$ cat config.mk
export PLATFORM = sky130hd
export DESIGN_NAME = hdc_out
export DESIGN_NICKNAME = d
export VERILOG_FILES = /design/src/hw/rtl/hdc_pkg.sv /design/src/hw/rtl/hdc_out.sv
export SDC_FILE = /design/constraint.sdc
export NUM_CORES = 1
export LEC_CHECK = 0
export ABC_AREA = 1
export ABC_CLOCK_PERIOD_IN_PS = 7400
export BUFFER_PORTS_ARGS = -buffer_cell sky130_fd_sc_hd__clkbuf_2
export CAP_MARGIN = 10
export CELL_PAD_IN_SITES_DETAIL_PLACEMENT = 1
export CELL_PAD_IN_SITES_GLOBAL_PLACEMENT = 1
export CORE_MARGIN = 1.5
export CORE_UTILIZATION = 44
export DETAILED_ROUTE_END_ITERATION = 6
export GPL_TIMING_DRIVEN = 0
export HOLD_SLACK_MARGIN = 0.03
export PLACE_DENSITY = 0.83
export SLEW_MARGIN = 20
export SYNTH_ARGS = -nofsm -noshare
export SYNTH_HDL_FRONTEND = slang
export SYNTH_SLANG_ARGS = --single-unit
$ cat constraint.sdc
create_clock -name clk -period 7.4 [get_ports clk]
set_input_delay 0 -clock clk [delete_from_list [all_inputs] [get_ports clk]]
set_output_delay 0 -clock clk [all_outputs]
set_load 0.01 [all_outputs]
$ cat src/hw/rtl/hdc_pkg.sv
// shared types and constants for the hash dictionary word compressor
// no dependencies; imported by every module of the block
`default_nettype none

package hdc_pkg;

  localparam int WORD_W  = 32;
  localparam int EPOCH_W = 8;
  localparam int MEM_W   = EPOCH_W + WORD_W;

  localparam logic [EPOCH_W-1:0] EPOCH_FIRST = EPOCH_W'(1);
  localparam logic [EPOCH_W-1:0] EPOCH_LAST  = '1;

  localparam logic [WORD_W-1:0] BASIS_RESET = 32'd2166136261;
  localparam logic [WORD_W-1:0] PRIME_RESET = 32'd16777619;

  // configuration register indexes
  localparam logic [0:0] REG_OFFSET_BASIS = 1'b0;
  localparam logic [0:0] REG_PRIME        = 1'b1;

  typedef enum logic [0:0] {
    KIND_COMPRESS = 1'b0,
    KIND_CLEAR    = 1'b1
  } kind_e;

  typedef enum logic [1:0] {
    ST_SWEEP,
    ST_SETTLE,
    ST_RUN
  } dict_state_e;

  typedef struct packed {
    kind_e             kind;
    logic [WORD_W-1:0] word;
  } item_t;

  typedef struct packed {
    logic              is_match;
    logic [WORD_W-1:0] literal_word;
  } result_t;

  // pipeline control between the dictionary and the top level
  typedef struct packed {
    logic run;
    logic advance;
  } pipe_ctl_t;

endpackage

`default_nettype wire

$ cat src/hw/rtl/hdc_out.sv
// output register with a skid stage for the result stream
// depends on hdc_pkg
`default_nettype none

module hdc_out
  import hdc_pkg::*;
#(
  parameter int HASH_WIDTH = 16
) (
  input  wire logic                         clk,
  input  wire logic                         rst,
  input  wire logic                         push,
  input  wire result_t                      push_res,
  input  wire logic [HASH_WIDTH-1:0]        push_idx,
  output logic                              skid_full,
  output logic                              m_tvalid,
  input  wire logic                         m_tready,
  output logic [WORD_W+HASH_WIDTH-1:0]      m_tdata,
  output logic                              m_tuser
);

  result_t               out_res, skid_res;
  logic [HASH_WIDTH-1:0] out_idx, skid_idx;
  logic                  take;

  assign take = !m_tvalid || m_tready;

  always_ff @(posedge clk) begin
    if (rst) begin
      m_tvalid  <= 1'b0;
      skid_full <= 1'b0;
    end else if (skid_full) begin
      if (take) begin
        m_tvalid  <= 1'b1;
        skid_full <= 1'b0;
      end
    end else if (take) begin
      m_tvalid <= push;
    end else if (push) begin
      skid_full <= 1'b1;
    end
  end

  always_ff @(posedge clk) begin
    if (skid_full) begin
      if (take) begin
        out_res <= skid_res;
        out_idx <= skid_idx;
      end
    end else if (push) begin
      if (take) begin
        out_res <= push_res;
        out_idx <= push_idx;
      end else begin
        skid_res <= push_res;
        skid_idx <= push_idx;
      end
    end
  end

  assign m_tdata = {out_idx, out_res.literal_word};
  assign m_tuser = out_res.is_match;

endmodule

`default_nettype wire

==> out/metrics.cfg <==
[die]
die_width_um = 95.6
fp.dieH_um = 95.6
num_rows = 33
start_util_pct = 45.7
coreArea_um2 = 8260
dieArea_um2 = 9130
io_pins = 104

[global_route]
grt_use_met1_pct = 23.2
first_global_vias = 2853
track_usage_pct = 20.7
busiest_layer = met2
antenna_found_initial = 0
grt_max_degree = 22
met2_usage_pct = 38.0
grt_pass1_wl_um = 13800
use_met3_pct = 4.23
grt_overflow = 0

[sta]
setup_slack_ns = 5.49
rsz0062_at_grt = no
drv_slew = 0
clock_skew_ns = 0.0128
slew_headroom_pct = 62.6
period_needed_ns = 1.91
fin_crit_sh_pct = 25.8
fmax_mhz = 524
setup_tns_ns = 0
setup_viol = 0
final_hold_viol_count = 0
tightestPinTransition_ns = 0.560

[placement]
place_ws_ns = 5.50
dp.cells = 482
placed_cell_area_um2 = 4540
hpwl_um = 5890
gp_congestion = 0.683
io_buffers = 103

[clock_network]
cts_sinks = 100
cts_resized = 0
cts_tree = done
cts.htree.levels = 3
root_buffer = clkbuf_8
numCtsBuffers = 9
clk_pin_slew_ns = 0.10
clockBufferDepth = 2
clock_latency_ns = 0.36

[pwr]
cellLeakagePower_nw = 2.18
p_total_mw = 1.10
vdd_ir_drop_max_mv = 0.117
power_density_nw_per_um2 = 210

[synthesis]
syn_inst = 270
ys_seq_area_share_pct = 79.1
synth_top_area_share_pct = 78.1
yosys.area.top_type = edfxtp_1
syn_nets = 323
ys_ff_latch = 100
yosysUniqueCellTypes = 12
synthTopCellsByArea = edfxtp_1 78%, o21ai_0 5.7%, inv_1 5.2%
yosysWarnings = 0
syn_avg_cell_area_um2 = 14.0
syn_area_um2 = 3770

[final_layout]
nNetsFinal = 494
n_fill_cell = 838
final_cell_mix = 103 x clkbuf_2, 98 x edfxtp_1, 53 x dlygate4sd3_1
synthToLayoutAreaGrowth_pct = 39.5
fin_cells = 551
diodes = 0
drive_gt1_share_pct = 30.9
final_common_cell = clkbuf_2
design_area_um2 = 5260

[critical_path]
startpoint_type = flip-flop
crit_type = reg2reg
worst_ep_required_time_ns = 7.47
cp.arrival_ns = 1.97
worst-path-max-fanout = 21
end_kind = flip-flop

[route]
vias_per_cell = 4.69
vias = 2582
drc_errors = 0
ant_nets = 0
drt_iter0_markers = 81
wl_per_cell_um = 16.0
dr.pass1.iters = 4
postRouteWirelength_um = 8800

[min_path]
hp-class = in2reg

[run]
maxCapViolCount = 0

[run_status]
status = finished clean

-- state kept, by name, indices dropped and copies added (netlist names) --
name       count
m_tdata       32
m_tuser        1
m_tvalid       1
out_idx       16
skid_full      1
skid_idx      16
skid_res      33
-- final timing paths --
kind / slack (ns) / from / cells past startpoint / end
worst max-delay path: 5.49 / m_tvalid$_SDFFE_PP0P_ / 6 / skid_res[0]$_DFFE_PP_
worst min-delay path: 0.15 / push / 3 / skid_idx[1]$_DFFE_PP_
worst max register to register: 5.49 / m_tvalid$_SDFFE_PP0P_ / 6 / skid_res[0]$_DFFE_PP_
worst min register to register: 0.53 / skid_res[16]$_DFFE_PP_ / 2 / m_tdata[16]$_DFFE_PP_
-- kinds of logic after synthesis --
kind of cell / count (synthesis) / share of synthesized area, %
flops: 100 / 79.1
buf+inv: 63 / 8.26
simple gates: 57 / 5.87
compound gates: 50 / 6.74
-- routing by layer --
| layer | vias to the layer above | wire length (µm) |
|---|---|---|
| met2 | 79 | 4790 |
| li1 | 1258 | - |
| met5 | - | 0 |
| met4 | 0 | 108 |
| met3 | 8 | 398 |
| met1 | 1237 | 3510 |
-- power breakdown --
group / total [mW] / internal (mW) / switching [mW] / leakage, nW
sequential: 0.661 / 0.653 / 0.00784 / 0.938
clock: 0.328 / 0.128 / 0.200 / 0.0932
combinational: 0.113 / 0.0555 / 0.0574 / 1.15
total: 1.10 / 0.837 / 0.265 / 2.18
-- layout make-up --
class | count | area (µm²) | share of cell area (%)
Sequential cell | 100 | 2980 | 56.7
Timing Repair Buffer | 160 | 1160 | 22.0
Buffer | 11 | 116 | 2.21
Clock inverter | 7 | 61.3 | 1.17
Inverter | 52 | 195 | 3.71
Multi-Input combinational cell | 107 | 490 | 9.33
Clock buffer | 9 | 124 | 2.36
Tap cell | 105 | 131 | 2.50
-- synth_stat cells --
master and number:
o21ai_1 6, buf_6 7, o21ai_0 43, buf_8 1
a21oi_2 1, inv_1 52, dfxtp_1 2, nor2_1 4
nand2_1 52, nor2_4 1, edfxtp_1 98, buf_4 3
-- worst max-delay path, stage by stage (launching register included) --
cell and delay [ns]:
dfxtp_1 0.37, inv_1 0.06, nor2_1 0.26, nand2_1 0.16, nor2_4 0.36, buf_16 0.22, buf_16 0.18
-- per-stage QoR --
step / util, % / hold slack [ns]
2_1_floorplan: - / 0.0624
3_3_place_gp: 53.5 / 0.179
3_5_place_dp: 55.0 / 0.188
4_1_cts: 63.7 / 0.137
5_1_grt: 63.7 / 0.152
6_report: 63.7 / 0.151
-- what timing repair did --
item / CTS / global route
setup endpoints to repair: 0 / 0
hold buffers: 53 / 0
endpoints found under the hold margin: 100 / 0
setup buffers: 0 / 0
Note: power is estimated with default switching activity, not from simulation.
