--- src/hw/rtl/hdc_pkg.sv ---
// shared types and constants for the hash dictionary word compressor
// no dependencies; imported by every module of the block
`default_nettype none

package hdc_pkg;

  localparam int WORD_W  = 32;
  localparam int EPOCH_W = 8;
  localparam int MEM_W   = EPOCH_W + WORD_W;

  localparam logic [EPOCH_W-1:0] EPOCH_FIRST = EPOCH_W'(1);
  localparam logic [EPOCH_W-1:0] EPOCH_LAST  = '1;

  localparam logic [WORD_W-1:0] BASIS_RESET = 32'd2166136261;
  localparam logic [WORD_W-1:0] PRIME_RESET = 32'd16777619;

  // configuration register indexes
  localparam logic [0:0] REG_OFFSET_BASIS = 1'b0;
  localparam logic [0:0] REG_PRIME        = 1'b1;

  typedef enum logic [0:0] {
    KIND_COMPRESS = 1'b0,
    KIND_CLEAR    = 1'b1
  } kind_e;

  typedef enum logic [1:0] {
    ST_SWEEP,
    ST_SETTLE,
    ST_RUN
  } dict_state_e;

  typedef struct packed {
    kind_e             kind;
    logic [WORD_W-1:0] word;
  } item_t;

  typedef struct packed {
    logic              is_match;
    logic [WORD_W-1:0] literal_word;
  } result_t;

  // pipeline control between the dictionary and the top level
  typedef struct packed {
    logic run;
    logic advance;
  } pipe_ctl_t;

endpackage

`default_nettype wire

--- src/hw/rtl/hdc_hash.sv ---
// hash front end: xor with basis, multiply by prime, fold to the index width
// depends on hdc_pkg
`default_nettype none

module hdc_hash
  import hdc_pkg::*;
#(
  parameter int HASH_WIDTH = 16
) (
  input  wire logic                  clk,
  input  wire logic                  rst,
  input  wire logic                  advance,
  input  wire logic                  in_valid,
  input  wire item_t                 in_item,
  input  wire logic [WORD_W-1:0]     basis,
  input  wire logic [WORD_W-1:0]     prime,
  output logic                       s2_valid,
  output item_t                      s2_item,
  output logic [HASH_WIDTH-1:0]      s2_idx
);

  logic              s1_valid;
  item_t             s1_item;
  logic [WORD_W-1:0] s1_x;
  logic [WORD_W-1:0] s2_h;

  always_ff @(posedge clk) begin
    if (rst) begin
      s1_valid <= 1'b0;
      s2_valid <= 1'b0;
    end else if (advance) begin
      s1_valid <= in_valid;
      s2_valid <= s1_valid;
    end
  end

  always_ff @(posedge clk) begin
    if (advance) begin
      s1_item <= in_item;
      s1_x    <= basis ^ in_item.word;
      s2_item <= s1_item;
      // product modulo two to the 32
      s2_h    <= s1_x * prime;
    end
  end

  assign s2_idx = s2_h[WORD_W-1 -: HASH_WIDTH] ^ s2_h[HASH_WIDTH-1:0];

endmodule

`default_nettype wire

--- config.mk ---
export PLATFORM = sky130hd
export DESIGN_NAME = hdc_hash
export DESIGN_NICKNAME = d
export VERILOG_FILES = /design/src/hw/rtl/hdc_pkg.sv /design/src/hw/rtl/hdc_hash.sv
export SDC_FILE = /design/constraint.sdc
export NUM_CORES = 1
export LEC_CHECK = 0
export ABC_AREA = 1
export BUFFER_PORTS_ARGS = -buffer_cell sky130_fd_sc_hd__buf_2
export CAP_MARGIN = 20
export CORE_MARGIN = 2
export CORE_UTILIZATION = 49
export DETAILED_ROUTE_END_ITERATION = 8
export GPL_TIMING_DRIVEN = 1
export HOLD_SLACK_MARGIN = 0.08
export PLACE_DENSITY = 0.67
export REMOVE_ABC_BUFFERS = 1
export SKIP_CTS_REPAIR_TIMING = 1
export SYNTH_ARGS = -nofsm -noshare
export SYNTH_HDL_FRONTEND = slang
export SYNTH_SLANG_ARGS = --single-unit
--- constraint.sdc ---
create_clock -name clk -period 10.01 [get_ports clk]
set_clock_uncertainty 0.1 [all_clocks]
set_input_delay 0.5005 -clock clk [delete_from_list [all_inputs] [get_ports clk]]
set_output_delay 0.5005 -clock clk [all_outputs]
set_load 0.01 [all_outputs]
==> results.md, run 1 <==
* Crit path from: s1_x[14]$_DFFE_PP_
* Number of global-route vias before repair at ~17,000
* Slew headroom at a little over a third
* Multi-input gate area at roughly 0.014 mm^2
* GP Congestion at 0.890
* Cell area after synthesis at between 0.02 and 0.025 mm^2
* Die ar. at around 0.045 mm^2
* Io pins at between 150 and 200
* Hold worst-path end: s2_valid$_SDFFE_PP0P_
* Initial Utilization at between 40 and 50%
* Largest net degree at the start of global routing at 74
* Max Cap Viol at 0
* CP Data Arrival Time at slightly above 7 ns
* Maximum clock path buffer count at 2
* # fillers at roughly 4,000
* Critical Path RT at between 10 and 15 ns
* Worst-path clk slew at approximately 0.060 ns
* Status: finished, final reports clean
* Clk_lat worst skew at about 0.42 ns
* Die Height at around 210 um
* Yosys reg bits at between 100 and 150
* Fmax at ~140 MHz
* Via Count at about 15,000
* Share of layout cells above drive strength 1 at 8.62%
* Wire per inst at ~17 um
* # rows at 76
* Startpoint Class: flop
* Num CTS Buffers at 17
* Area Growth Syn to Fin at 8.15%
* Cells on worst reg2reg path at 24
* CP max FO at 19
* YS warnings at 0
* Cells after Synth at 2,467
* First-pass GRT wire length at approximately 87 mm
* Final Critical Period at about 7.2 ns
* Placed inst area at 0.0224 mm^2
* CP max stage cell: edfxtp_1
* Tot GR Track Use at roughly 25%
* FF/Latch Area at between 0.003 and 0.004 mm^2
* Diodes inserted at 0
* DRC at 0
* Worst-margin pin slew at between 0.9 and 1 ns
* Starting DRT DRC Count at 962
* Clk sinks at ~130
* Die width at between 200 and 250 um
* Final wirelength at ~53 mm
* Kind of critical path: flop to flop
* Crit-path most repeated cell: fa_1
* R2r setup slk at around 2.8 ns
* H-tree Lvls at 4
* CP Capture Type: flop
* Drt pass-1 iters at 5
* Slew Limit Fails at 0
* Core footprint at approximately 0.043 mm^2
* Hold crit path type: primary input to flop
* CP max stage delay at 0.96 ns
* Routed Antenna Nets at 0
* Hold Path Origin: rst
* Sequential share of the synthesized area at 18.5%
* Clock Tree Root: clkbuf_16
* Final setup fails at 0
* Port Buf Inserts at 150
* Total global routing overflow at 0
* Synth cell types at 42
* Initial antenna violation count at 0
* DP HPWL at just over 40 mm
* TNS Setup at 0 ns
* Crit path cell chain: nand2_1 -> fa_1 -> inv_1 -> fa_1 -> inv_1 -> fa_1 -> inv_1 -> fa_1 -> inv_1 -> fa_1 -> fa_1 -> fa_1 -> fa_1 -> inv_1 -> ha_1 -> nand2_1 -> nor3_1 -> nand2_1 -> nor4_1 -> nand2_1 -> nand3_1 -> inv_1 -> nand2_1 -> nand2_1
* Nets at around 3,200
* Final Hold Fails at 0
* Reg2reg end: s2_h[31]$_DFFE_PP_
* Hold Path Stages at 2
* Via-to-Cell Ratio at between 4 and 5
* CTS tree: built
* Syn avg cell area at 8.62 um^2
* Final instance area at 0.0230 mm^2
* RSZ-0062 raised after global routing: false
* Reg-to-Reg Start: s1_x[14]$_DFFE_PP_
* Fin crit share at between 70% and 80%
-- cells in the final DEF, fill, tap and decap left out, types with 4 or more instances in the layout --
master / n
xnor2_1: 21
ha_1: 123
fa_1: 408
o21ai_0: 8
nand2_1: 670
inv_6: 5
clkbuf_16: 17
nand2_2: 10
edfxtp_1: 130
nor2_1: 26
a21oi_1: 28
nand3_1: 44
inv_1: 777
buf_2: 149
buf_4: 18
xor2_1: 75
a21o_1: 4
-- synthesized netlist by cell type, drive strengths merged --
master     n  share of area, %
o21ai     11              0.33
edfxtp   130                18
nor2      26              0.46
buf       30              0.82
o221ai     1             0.041
dfxtp      2              0.19
inv      780                14
xor2      75               3.1
o21a       3              0.11
xnor2     23               1.0
o21bai     4              0.19
fa       408                38
a21o       4              0.14
or2        1             0.029
a21boi     1             0.053
ha       123               7.2
nand4      3             0.088
a31oi      3             0.088
a221oi     1             0.041
nand2    680                12
nor4       1             0.029
nand3     45               1.1
nand3b     3              0.11
a21oi     31              0.82
and2       1             0.029
nor3       3             0.071
o2111ai    1             0.041
clkbuf    73               1.3
-- area by class of cell --
class | instances | share of cell area (%)
Tap cell | 585 | 3.18
Clock inverter | 14 | 0.620
Clock buffer | 18 | 1.87
Multi-Input combinational cell | 1452 | 60.6
Timing Repair Buffer | 167 | 3.83
Inverter | 780 | 12.7
Sequential cell | 132 | 17.1
-- worst max-delay path by stage --
stage / to / slack [ns] / cells after the start
finish: s2_h[31]$_DFFE_PP_ / 2.82 / 24
global route: s2_h[31]$_DFFE_PP_ / 2.46 / 24
CTS: s2_h[31]$_DFFE_PP_ / 2.81 / 24
detailed placement: s2_h[31]$_DFFE_PP_ / 2.69 / 25
global placement: s2_h[27]$_DFFE_PP_ / 2.84 / 25
floorplan: s2_h[27]$_DFFE_PP_ / 3.62 / 24
-- registers in the layout, summed over array words and instances, names as in the netlist --
register	flops
s2_valid	1
s1_valid	1
s2_h	32
s1_x	32
s1_item	33
s2_item	33
-- metal layers --
| layer | vias up | routed length [um] | track usage (%) |
|---|---|---|---|
| met2 | 433 | 27100 | 44.7 |
| met5 | - | 0 | 0 |
| met3 | 85 | 2820 | 2.87 |
| li1 | 7094 | - | - |
| met4 | 0 | 1880 | 8.37 |
| met1 | 7815 | 21400 | 32.3 |
-- critical path, delay by kind of cell (launching register included) --
family	cells	cell delay (ns)
simple gates	9	1.29
buf+inv	6	0.35
flops	1	0.96
fa+ha+maj	9	4.24
-- logic make-up after synthesis --
group | Yosys count | share of synthesized area, %
buffers and inverters | 883 | 15.9
and+or+nand+nor | 763 | 14.0
adders and majority gates | 531 | 45.6
DFF | 132 | 18.5
xor gates and xnor gates | 98 | 4.10
AOI/OAI and AO/OA | 60 | 1.85
-- per-stage QoR --
stage               util (%)  instances  hold WS (ns)  worst slack (ns)
global placement        52.2       3116         0.301              2.84
CTS                     53.5       3148         0.133              2.81
finish                  53.5       3148         0.152              2.82
global route            53.5       3148         0.141              2.46
floorplan                  -       2364         0.300              3.62
detailed placement      52.2       3116         0.305              2.69
Power of run 1 is not shown: default switching activity piles up to over one toggle a cycle in this logic, so the estimate is an artifact.
==> run 2: changes to the inputs <==
==> constraint.sdc (replaced) <==
create_clock -name clk -period 7.1 [get_ports clk]
set_clock_uncertainty 0.1 [all_clocks]
set_input_delay 0.355 -clock clk [delete_from_list [all_inputs] [get_ports clk]]
set_output_delay 0.355 -clock clk [all_outputs]
set_load 0.01 [all_outputs]
==> results.md, run 2 (synthesized netlist as in run 1, its figures left out) <==
* Slew headroom at 50.9%
* CP Capture Type: flop
* Final setup fails at 0
* CP max stage cell: fa_1
* CP Data Arrival Time at 6.95 ns
* Routed Antenna Nets at 0
* Die width at roughly 210 um
* Num CTS Buffers at 17
* Final core utilization at roughly 56%
* Initial Utilization at about half
* Slew Limit Fails at 0
* Die Height at between 200 and 250 um
* Kind of critical path: flop to flop
* Worst-margin pin slew at approximately 0.74 ns
* DRC at 0
* Area Growth Syn to Fin at 13.5%
* Crit path cell chain: buf_12 -> nand2_1 -> inv_1 -> fa_1 -> inv_1 -> fa_1 -> fa_2 -> fa_1 -> inv_1 -> fa_1 -> fa_1 -> fa_1 -> fa_1 -> ha_4 -> nand2_1 -> nor2_1 -> and2_1 -> nand4_1 -> nand3_2 -> nand3_1 -> nand2_1 -> a21oi_1 -> xnor2_1
* Final hold slack at 0.107 ns
* Family with the most delay on the worst path: adder cells
* Port Buf Inserts at 150
* Critical Path RT at a little over 7 ns
* GRT met3 Usage at under 10%
* Die ar. at 0.0451 mm^2
* Top Usage Layer GRT: met2
* FF/Latch Area at 0.00394 mm^2
* # fillers at around 3,800
* CTS tree: built
* CP max stage delay at ~0.57 ns
* Nets at approximately 3,300
* Setup slack after placement at -0.120 ns
* Core footprint at 0.0430 mm^2
* Clock Tree Root: clkbuf_16
* # rows at 76
* Fin crit share at 96.5%
* Worst-path clk slew at 0.07 ns
* Via-to-Cell Ratio at about 4.8
* Clk sinks at roughly 130
* Largest registers: s1_item (33), s2_item (33)
* GP Congestion at 0.949
* Io pins at between 150 and 200
* Clk_lat worst skew at around 0.42 ns
* Drt pass-1 iters at 7
* Buf/Inv on CP at 4
* Commonest non-fill, non-tap cells in the layout: 777 x inv_1, 670 x nand2_1, 406 x fa_1, 149 x buf_2, 130 x edfxtp_1
* PnR worst setup slack at ~0.25 ns
* H-tree Lvls at 4
* Grt met1 use at roughly a third
* Largest net degree at the start of global routing at 88
* Final Hold Fails at 0
* Total global routing overflow at 0
* Startpoint Class: flop
* First-pass GRT wire length at a little under 90 mm
* Fmax at 146 MHz
* Maximum clock path buffer count at 2
* Final Critical Period at between 6 and 7 ns
* Via Count at between 15,000 and 20,000
* Initial antenna violation count at 1
* Multi-input gate area at approximately 0.014 mm^2
* Hold crit path type: primary input to flop
* Crit-path most repeated cell: fa_1
* Status: finished, final reports clean
* Met2 Resource Use GR at approximately 45%
* Starting DRT DRC Count at around 1,100
* Tot GR Track Use at between 20% and 30%
* Final wirelength at approximately 56 mm
* Number of global-route vias before repair at 16,900
* DP HPWL at around 45 mm
* Max Cap Viol at 0
* Wire per inst at around 17 um
* CP max FO at 13
* Share of layout cells above drive strength 1 at between 10% and 20%
* Commonest non-fill, non-tap cell in the layout: inv_1
## run 2: changes by cell type in the layout (fill, tap and decap cells not counted), sizes merged
cell / previous run / this run
bufinv: 1 / 0
buf: 167 / 243
clkinv: 4 / 3
dlygate4sd3: 0 / 34
diode: 0 / 1
inv: 787 / 788
clkinvlp: 2 / 3
## run 2: per-layer routing
| metal | vias up | share of wire (%) |
|---|---|---|
| li1 | 7329 | - |
| met1 | 7863 | 40 |
| met2 | 491 | 50 |
| met3 | 89 | 6.2 |
| met4 | 0 | 3.3 |
| met5 | - | 0 |
## run 2: layout make-up
cell class | instances | area share [%]
multi-input cells | 1452 | 57.9
flip-flops and latches | 132 | 16.3
inverters | 780 | 12.1
repair buffers | 277 | 8.19
well taps | 585 | 3.03
clock buffers | 18 | 1.78
clock inverters | 14 | 0.575
diodes | 1 | 0.0104
## run 2: worst paths after layout
path / slack, ns / from / to / cells past startpoint
min reg2reg: 0.32 / s1_item[19]$_DFFE_PP_ / s2_item[19]$_DFFE_PP_ / 0
max reg2reg: 0.25 / s1_x[15]$_DFFE_PP_ / s2_h[27]$_DFFE_PP_ / 23
min: 0.11 / in_valid / s1_valid$_SDFFE_PP0P_ / 3
max: 0.25 / s1_x[15]$_DFFE_PP_ / s2_h[27]$_DFFE_PP_ / 23
## run 2: metrics by stage
| step | cell area (um^2) | std cells | setup TNS, ns |
|---|---|---|---|
| floorplan | 20800 | 2364 | 0 |
| global route | 24100 | 3259 | -0.00581 |
| global placement | 23000 | 3177 | -0.112 |
| detailed placement | 23000 | 3177 | -0.120 |
| CTS | 23600 | 3209 | -0.157 |
| finish | 24100 | 3259 | 0 |
## run 2: worst min-delay path, cell delays in order
cell	delay (ns)
buf_2	0.10
nand2_1	0.06
a21oi_1	0.06
Power of run 2 is left out for the same reason.
==> run 3: changes to the inputs <==
--- a/config.mk
+++ b/config.mk
@@ -10,6 +10,7 @@
 export CAP_MARGIN = 20
 export CORE_MARGIN = 2
 export CORE_UTILIZATION = 49
+export CTS_BUF_LIST = sky130_fd_sc_hd__clkbuf_4
 export DETAILED_ROUTE_END_ITERATION = 8
 export GPL_TIMING_DRIVEN = 1
 export HOLD_SLACK_MARGIN = 0.08
==> results.md, run 3 (synthesized netlist as in run 1, its figures left out) <==
* Total global routing overflow at 0
* Largest net degree at the start of global routing at 88
* Largest registers: s1_item (33), s2_item (33)
* # fillers at slightly below 4,000
* R2r setup slk at between 0.2 and 0.3 ns
* Fmax at 147 MHz
* Critical Path RT at 7.31 ns
* DRC at 0
* Kind of critical path: flop to flop
* Final wirelength at 56.1 mm
* Via-to-Cell Ratio at 4.82
* Initial Utilization at between 40 and 50%
* Reg-to-Reg Start: s1_x[4]$_DFFE_PP_
* Routed wl met3 at 3.29 mm
* Slew Limit Fails at 0
* Num CTS Buffers at 17
* CP Capture Type: flop
* Io pins at about 150
* Tot GR Track Use at 25.7%
* Worst-margin pin slew at 0.737 ns
* First-pass GRT wire length at between 80 and 90 mm
* Clock Tree Root: clkbuf_4
* Final setup fails at 0
* Final Critical Period at 6.82 ns
* H-tree Lvls at 4
* CP Data Arrival Time at ~7 ns
* # rows at 76
* DP HPWL at approximately 45 mm
* Met2 Wirelength at between 20 and 30 mm
* Via Count at between 15,000 and 20,000
* Top Layer Used: met4
* Placed inst area at 0.0230 mm^2
* Reg2reg end: s2_h[24]$_DFFE_PP_
* Wire per inst at ~17 um
* Maximum clock path buffer count at 2
* Drt pass-1 iters at 7
* Core footprint at 0.0430 mm^2
* Routed Antenna Nets at 0
* GP Congestion at roughly 0.95
* Hold worst-path end: s1_item[2]$_DFFE_PP_
* Worst-path clk slew at 0.14 ns
* Hold Path Origin: advance
* Cells on worst reg2reg path at 25
* Nets at ~3,300
* M1 wire length at approximately 23 mm
* Hold Path Stages at 1
* CTS tree: built
* Share of layout cells above drive strength 1 at approximately 11%
* Clk_lat worst skew at about 0.55 ns
* Slew headroom at between 50% and 60%
* Starting DRT DRC Count at around 1,000
* Port Buf Inserts at 150
* Die Height at between 200 and 250 um
* CP max FO at 6
* Max Cap Viol at 0
* Final Hold Fails at 0
* Clk sinks at around 130
* Fin crit share at slightly below 100%
* Startpoint Class: flop
* Die width at 212 um
* Status: finished, final reports clean
* Initial antenna violation count at 1
* Final instance area at between 0.02 and 0.025 mm^2
* Commonest non-fill, non-tap cell in the layout: inv_1
* Commonest non-fill, non-tap cells in the layout: 777 x inv_1, 670 x nand2_1, 406 x fa_1, 149 x buf_2, 130 x edfxtp_1
* Number of global-route vias before repair at 16,800
* Hold crit path type: primary input to flop
* Area Growth Syn to Fin at 13.7%
* RSZ-0062 raised after global routing: false
* Die ar. at 0.0451 mm^2
[run 3: changes by cell type in the layout (fill, tap and decap cells not counted), sizes merged]
| cell | before | now |
|---|---|---|
| buf | 243 | 245 |
| dlygate4sd3 | 34 | 67 |
[run 3: layout make-up]
cell class              instances  area, um^2  share of cell area (%)
repair buffers                312        2300                    9.50
clock inverters                14         139                   0.574
diodes                          1        2.50                  0.0103
inverters                     780        2930                    12.1
flip-flops and latches        132        3940                    16.3
well taps                     585         732                    3.03
multi-input cells            1452       14000                    57.9
clock buffers                  18         135                   0.559
[run 3: critical path, stage by stage, from the launching register on]
cell and delay (ns):
edfxtp_1 0.73, buf_4 0.29, nand2_1 0.06, inv_1 0.05
fa_1 0.48, inv_1 0.05, fa_1 0.38, fa_1 0.59
inv_1 0.08, fa_1 0.54, ha_1 0.22, ha_1 0.27
inv_1 0.04, fa_1 0.48, inv_1 0.05, fa_1 0.44
ha_1 0.35, nand2_1 0.08, nand2_1 0.07, a31oi_1 0.14
nand3_1 0.17, a21oi_1 0.30, o21ai_1 0.15, a21oi_1 0.21
xnor2_1 0.11, buf_4 0.16
[run 3: per-layer routing]
layer / global-route usage (%) / up-vias
met5: 0 / -
met4: 7.98 / 0
met3: 3.25 / 81
met2: 44.1 / 489
met1: 34.0 / 7906
li1: - / 7396
[run 3: worst max-delay path by stage]
stage               cells after the start  slack, ns                 end                from
floorplan                              24       0.71  s2_h[27]$_DFFE_PP_  s1_x[13]$_DFFE_PP_
detailed placement                     24      -0.12  s2_h[27]$_DFFE_PP_   s1_x[9]$_DFFE_PP_
global placement                       24      -0.11  s2_h[27]$_DFFE_PP_   s1_x[9]$_DFFE_PP_
finish                                 25       0.28  s2_h[24]$_DFFE_PP_   s1_x[4]$_DFFE_PP_
CTS                                    24      -0.18  s2_h[27]$_DFFE_PP_   s1_x[9]$_DFFE_PP_
global route                           23      0.003  s2_h[27]$_DFFE_PP_  s1_x[15]$_DFFE_PP_
[run 3: per-stage QoR]
step / utilization, % / TNS, ns / instances / setup slack (ns) / hold slack (ns)
4_1_cts: 54.2 / -0.179 / 3209 / -0.179 / -0.189
5_1_grt: 56.3 / 0 / 3294 / 0.00320 / 0.224
3_3_place_gp: 53.5 / -0.112 / 3177 / -0.112 / 0.301
6_report: 56.3 / 0 / 3294 / 0.282 / 0.255
3_5_place_dp: 53.5 / -0.120 / 3177 / -0.120 / 0.305
2_1_floorplan: - / 0 / 2364 / 0.707 / 0.300
Power of run 3 is left out for the same reason.
